--- config.mk ---
export PLATFORM = sky130hd
export DESIGN_NAME = sorted_insert_queue_core
export DESIGN_NICKNAME = d
export VERILOG_FILES = /design/src/rtl/core/sqi_pkg.sv /design/src/rtl/core/sorted_insert_queue_core.sv /design/src/rtl/core/sqi_ctrl.sv /design/src/rtl/core/sqi_dpath.sv
export SDC_FILE = /design/constraint.sdc
export NUM_CORES = 1
export LEC_CHECK = 0
export BUFFER_PORTS_ARGS = -buffer_cell sky130_fd_sc_hd__buf_2
export CORE_MARGIN = 5
export CORE_UTILIZATION = 56
export CTS_BUF_LIST = sky130_fd_sc_hd__clkbuf_8 sky130_fd_sc_hd__clkbuf_16
export DETAILED_ROUTE_END_ITERATION = 8
export PLACE_DENSITY = 0.79
export SYNTH_ARGS = -nofsm -noshare
export SYNTH_HDL_FRONTEND = slang
export SYNTH_SLANG_ARGS = --single-unit
--- constraint.sdc ---
create_clock -name i_clk -period 3.4 [get_ports i_clk]
set_clock_uncertainty 0.1 [all_clocks]
set_input_delay 0.17 -clock i_clk [delete_from_list [all_inputs] [get_ports i_clk]]
set_output_delay 0.17 -clock i_clk [all_outputs]
set_load 0.02 [all_outputs]
--- src/rtl/core/sqi_pkg.sv ---
package sqi_pkg;

    // Queue capacity, the count width derived from it, and other widths
    localparam int DEPTH = 8;
    localparam int CNT_W = $clog2(DEPTH + 1);
    localparam int VAL_W = 8;
    localparam int ECNT_W = 4;

    // Operation codes
    typedef enum logic [1:0] {
        FUNC_ENQ = 2'd0,
        FUNC_DEQ = 2'd1,
        FUNC_INS = 2'd2
    } t_func;

    typedef struct packed {
        logic [1:0]              func;
        logic signed [VAL_W-1:0] value;
    } t_in;

    typedef struct packed {
        logic                    accepted;
        logic signed [VAL_W-1:0] head_value;
        logic [ECNT_W-1:0]       entry_count;
        logic                    is_empty;
        logic                    is_full;
    } t_out;

    // Controller to datapath
    typedef struct packed {
        logic load;
        logic push_tail;
        logic push_sorted;
        logic pop_head;
    } t_cmd;

    // Datapath to controller
    typedef struct packed {
        logic empty;
        logic full;
    } t_stat;

endpackage

--- src/rtl/core/sorted_insert_queue_core.sv ---
// Sorted-insert queue: enqueue, dequeue and sorted insert on a shift-register chain.
// The result beat is registered; it is valid in the cycle after the input is taken.
// One operation per cycle unless the output stalls; all cells compare in parallel.
// Input is taken while the result register is empty or being drained the same cycle.
// Reset (synchronous, active low) empties the queue and the result slot;
// the cells themselves are not cleared.
module sorted_insert_queue_core (
    input  logic         i_clk,
    input  logic         i_rst_n,
    input  logic         i_in_valid,
    output logic         o_in_ready,
    input  sqi_pkg::t_in i_in,
    output logic         o_out_valid,
    input  logic         i_out_ready,
    output sqi_pkg::t_out o_out
);
    import sqi_pkg::*;

    t_cmd  cmd;
    t_stat stat;

    sqi_ctrl u_ctrl (
        .i_clk       (i_clk),
        .i_rst_n     (i_rst_n),
        .i_in_valid  (i_in_valid),
        .o_in_ready  (o_in_ready),
        .i_func      (i_in.func),
        .o_out_valid (o_out_valid),
        .i_out_ready (i_out_ready),
        .i_stat      (stat),
        .o_cmd       (cmd)
    );

    sqi_dpath u_dpath (
        .i_clk   (i_clk),
        .i_rst_n (i_rst_n),
        .i_cmd   (cmd),
        .i_value (i_in.value),
        .o_stat  (stat),
        .o_res   (o_out)
    );

endmodule

--- src/rtl/core/sqi_ctrl.sv ---
module sqi_ctrl (
    input  logic           i_clk,
    input  logic           i_rst_n,
    input  logic           i_in_valid,
    output logic           o_in_ready,
    input  logic [1:0]     i_func,
    output logic           o_out_valid,
    input  logic           i_out_ready,
    input  sqi_pkg::t_stat i_stat,
    output sqi_pkg::t_cmd  o_cmd
);
    import sqi_pkg::*;

    typedef enum logic {
        ST_IDLE,
        ST_HOLD
    } t_state;

    t_state r_state;
    logic   accept;

    // Take a beat whenever the result slot is free or drains this cycle
    assign o_in_ready = (r_state == ST_IDLE) || i_out_ready;
    assign accept     = i_in_valid && o_in_ready;

    // Decode the operation against queue status
    always_comb begin
        o_cmd = '0;
        o_cmd.load = accept;
        unique case (t_func'(i_func))
            FUNC_ENQ: o_cmd.push_tail   = accept && !i_stat.full;
            FUNC_DEQ: o_cmd.pop_head    = accept && !i_stat.empty;
            FUNC_INS: o_cmd.push_sorted = accept && !i_stat.full;
            default:  o_cmd.load        = accept;
        endcase
    end

    // Track whether a result beat waits at the output
    always_ff @(posedge i_clk) begin
        if (!i_rst_n) begin
            r_state <= ST_IDLE;
        end else begin
            unique case (r_state)
                ST_IDLE: if (accept) r_state <= ST_HOLD;
                ST_HOLD: if (i_out_ready && !accept) r_state <= ST_IDLE;
                default: r_state <= ST_IDLE;
            endcase
        end
    end

    assign o_out_valid = (r_state == ST_HOLD);

endmodule

--- src/rtl/core/sqi_dpath.sv ---
module sqi_dpath (
    input  logic                           i_clk,
    input  logic                           i_rst_n,
    input  sqi_pkg::t_cmd                  i_cmd,
    input  logic signed [sqi_pkg::VAL_W-1:0] i_value,
    output sqi_pkg::t_stat                 o_stat,
    output sqi_pkg::t_out                  o_res
);
    import sqi_pkg::*;

    logic signed [VAL_W-1:0] r_cell [DEPTH];
    logic signed [VAL_W-1:0] n_cell [DEPTH];
    logic [CNT_W-1:0]        r_count;
    logic [CNT_W-1:0]        n_count;
    logic [DEPTH-1:0]        ge;
    logic [DEPTH-1:0]        at_or_after;
    logic [CNT_W+ECNT_W-1:0] cnt_ext;
    t_out                    r_res;
    t_out                    n_res;

    assign o_stat.empty = (r_count == '0);
    assign o_stat.full  = (r_count == CNT_W'(DEPTH));

    // Compare every stored cell against the new value at once
    always_comb begin
        for (int i = 0; i < DEPTH; i++) begin
            ge[i] = i_cmd.push_sorted && (CNT_W'(i) < r_count) && (r_cell[i] >= i_value);
        end
    end

    // Mark cells at or past the insertion point
    always_comb begin
        at_or_after[0] = ge[0] || (r_count == '0);
        for (int i = 1; i < DEPTH; i++) begin
            at_or_after[i] = at_or_after[i-1] || ge[i] || (r_count == CNT_W'(i));
        end
    end

    // Next cell contents: shift toward tail on push, toward head on pop
    always_comb begin
        for (int i = 0; i < DEPTH; i++) begin
            n_cell[i] = r_cell[i];
            if (i_cmd.push_tail || i_cmd.push_sorted) begin
                if (at_or_after[i]) begin
                    if (i > 0 && at_or_after[(i > 0) ? i - 1 : 0]) begin
                        n_cell[i] = r_cell[(i > 0) ? i - 1 : 0];
                    end else begin
                        n_cell[i] = i_value;
                    end
                end
            end else if (i_cmd.pop_head && i < DEPTH - 1) begin
                n_cell[i] = r_cell[(i < DEPTH - 1) ? i + 1 : i];
            end
        end
    end

    always_comb begin
        n_count = r_count;
        if (i_cmd.push_tail || i_cmd.push_sorted) n_count = r_count + 1'b1;
        else if (i_cmd.pop_head)                  n_count = r_count - 1'b1;
    end

    // Form the result beat from the updated queue
    assign cnt_ext = {{ECNT_W{1'b0}}, n_count};
    always_comb begin
        n_res.accepted    = i_cmd.push_tail || i_cmd.push_sorted || i_cmd.pop_head;
        n_res.head_value  = (n_count != '0) ? n_cell[0] : '0;
        n_res.entry_count = cnt_ext[ECNT_W-1:0];
        n_res.is_empty    = (n_count == '0);
        n_res.is_full     = (n_count == CNT_W'(DEPTH));
    end

    // Hold cells and result; count is control state
    always_ff @(posedge i_clk) begin
        for (int i = 0; i < DEPTH; i++) begin
            r_cell[i] <= n_cell[i];
        end
        if (i_cmd.load) r_res <= n_res;
    end

    always_ff @(posedge i_clk) begin
        if (!i_rst_n) r_count <= '0;
        else          r_count <= n_count;
    end

    assign o_res = r_res;

    a_count_range: assert property (@(posedge i_clk) disable iff (!i_rst_n)
        r_count <= CNT_W'(DEPTH))
        else $error("entry count beyond capacity");

    a_no_push_full: assert property (@(posedge i_clk) disable iff (!i_rst_n)
        (i_cmd.push_tail || i_cmd.push_sorted) |-> !o_stat.full)
        else $error("push issued into a full queue");

    a_pop_dec: assert property (@(posedge i_clk) disable iff (!i_rst_n)
        i_cmd.pop_head |=> r_count == CNT_W'($past(r_count) - 1'b1))
        else $error("pop did not decrement count");

    a_one_op: assert property (@(posedge i_clk) disable iff (!i_rst_n)
        $onehot0({i_cmd.push_tail, i_cmd.push_sorted, i_cmd.pop_head}))
        else $error("more than one queue operation at once");

endmodule

==> flow_summary.yaml <==
clocking:
  cts_root_buf: "clkbuf_8"
  clockBufferDepth: 2
  cts_tree: "yes"
  cts_made_buffers: 9
  cts_sinks: 84
  ctsHtreeMaxLevel: 3
  clk_latency_ns: 0.36
  clkSlewWorstSetupHoldPaths_ns: 0.10
critical_path:
  crit_arrival_ns: 3.28
  slowest_stage: "or3b_2"
  cp_common_cell: "or3_4"
  cp.buffers_inverters: 1
  worst-setup-path-type: "reg2reg"
  worstPathCellList: "inv_1, ha_1, or3b_2, o2111ai_1, and4_1, o211ai_1, or3_4, or3_4, o31a_2"
  required_ns: 3.40
  max_stage_delay_ns: 0.46
  critPathLaunchType: "register"
  end_kind: "register"
  crit_family: "simple AND/OR/NAND/NOR gates"
  crit_fanout: 8
routing:
  drt_iter0_markers: 558
  final_antenna_net_count: 0
  route.detailed.drc: 0
  vias: 4787
  vias_per_cell: 6.241
  drtPass1Iterations: 6
  drt-total-wl_um: 15360
  routedWlPerCell_um: 20.02
global_routing:
  grt_max_degree: 70
  grt_first_pass_wirelength_um: 24960
  antenna_found_initial: 0
  track_usage: 0.2497
  grt_pass1_vias: 4791
  grt_overflow: 0
sta:
  hold_ws_ns: 0.1291
  setup_viol: 0
  fin_crit_ns: 3.280
  layout_setup_ws_ns: 0.1202
  tightest_slew_ns: 0.8184
  fmax_mhz: 304.9
  tns_ns: 0
  min_period_over_period: 0.9647
  slew-limit-headroom: 0.4505
  slew_violations: 0
  finalHoldViolCount: 0
power:
  vdd_drop_max_uv: 255.0
  p_leak_nw: 2.833
  p_per_area_nw_per_um2: 511.6
die:
  core_region_area_um2: 10180
  chipHeight_um: 111.4
  chipWidth_um: 111.4
  start_util: 0.5649
  dieArea_um2: 12400
  rows: 37
  io_pins: 31
placed_design:
  place_worst_setup_slack_ns: 0.01788
  placedInstanceArea_um2: 6322
  gp_congestion: 0.9558
  port_buffers: 30
  dp_hpwl_um: 11720
synth:
  synth_cells: 564
  synth_most_common_cell: "edfxtp_1"
  yosysWarnings: 0
  synth_area_leaders: "edfxtp_1 37%, ha_1 15%, mux2i_1 5.9%"
  avgSynthCellArea_um2: 10.20
  ys_seq_area_frac: 0.4158
  synth-edff-count: 71
  yosys.area.top_type_share: 0.3706
  synth.cell_area_um2: 5753
  ys_ff_latch: 84
  synth_ff_type: "edfxtp_1"
  syn_nets: 646
  synth_common_cells: "71 x edfxtp_1, 68 x ha_1, 59 x nand2_1, 59 x o21ai_0, 34 x mux2i_1"
  synth_top_area_cell: "edfxtp_1"
  synth_cell_type_count: 59
  async_flop_share: 0
cells_and_area:
  drive_gt1_frac: 0.1854
  final_area_um2: 6596
  final_util: 0.6477
  syn_to_final_growth_pct: 14.66
  antenna_cells: 0
  final_net_count: 708
flow_run:
  drv_cap: 0
min_path:
  holdCritPathClass: "in2reg"
run_status:
  status: "finished, final reports clean"
timing repair:
| item | 4_1_cts | 5_1_grt |
|---|---|---|
| setup endpoints to repair | 0 | 41 |
| endpoints found under the hold margin | 5 | 0 |
| hold buffers | 1 | 0 |
| setup buffers | 0 | 2 |
| resized for setup | 0 | 5 |
stage by stage:
step / instances / power, mW
floorplan: 564 / 2.175
global placement: 748 / 2.498
detailed placement: 748 / 2.556
CTS: 765 / 3.335
global route: 767 / 3.549
finish: 767 / 3.375
registers in the layout, indices dropped and copies added, names as in the netlist:
| signal | cells |
|---|---|
| u_dpath.o_res | 15 |
| u_dpath.r_cell | 64 |
| u_dpath.r_count | 4 |
| u_ctrl.o_out_valid | 1 |
logic make-up (layout without fill, tap and decap cells):
family / count (synthesis) / after routing / share of synthesized area
AO/OA/AOI/OAI: 156 / 156 / 0.1831
XOR/XNOR: 2 / 2 / 0.003045
adder cells (fa/ha/maj): 68 / 68 / 0.1479
buffers and inverters: 56 / 123 / 0.03893
flip-flops: 84 / 84 / 0.4158
multiplexers: 41 / 41 / 0.07743
AND/OR/NAND/NOR: 157 / 157 / 0.1338
where the power goes:
group          leakage [nW]  total [mW]  internal, mW  switching (mW)
Sequential            0.779        1.40          1.30           0.101
Combinational          1.95        1.18         0.527           0.655
Clock                 0.108       0.788         0.412           0.376
Total                  2.83        3.37          2.24            1.13
layout by cell type, fill, tap and decap left out, types with 10 or more instances in the layout:
master,instances
a21o_1,12
a21oi_1,12
a31oi_1,16
buf_2,30
buf_4,47
dfxtp_1,13
edfxtp_1,71
ha_1,68
inv_1,25
mux2i_1,34
nand2_1,59
nand2b_1,10
nor2_1,32
nor2b_1,10
o21ai_0,59
routing by layer:
metal | global-route usage | up-vias | wire (um)
met5 | 0 | - | 0
met4 | 0.09732 | 0 | 465
met3 | 0.04457 | 44 | 1051
met2 | 0.4065 | 214 | 7320
met1 | 0.3329 | 2288 | 6518
li1 | - | 2241 | -
cell type report:
cell class,instances,area [um^2]
Fill cell,778,3588
Multi-Input combinational cell,424,3172
Sequential cell,84,2392
Timing Repair Buffer,80,544.3
Tap cell,136,170.2
Clock buffer,9,123.9
Inverter,27,101.3
Clock inverter,7,92.59
final timing paths:
check	from	endpoint	slack, ns	cells after the start
min	i_in_valid	u_ctrl.o_out_valid	0.13	3
max reg2reg	u_dpath.r_cell[0][16]	u_dpath.r_cell[1][28]	0.12	9
max	u_dpath.r_cell[0][16]	u_dpath.r_cell[1][28]	0.12	9
min reg2reg	u_dpath.r_cell[0][6]	u_dpath.r_cell[0][6]	0.43	1
worst register-to-register path: stages, from the launching register on:
cell       delay [ns]
edfxtp_1         0.43
inv_1            0.08
ha_1             0.21
or3b_2           0.46
o2111ai_1        0.12
and4_1           0.25
o211ai_1         0.13
or3_4            0.36
or3_4            0.41
o31a_2           0.46
Power figures use the tool's default switching activity.
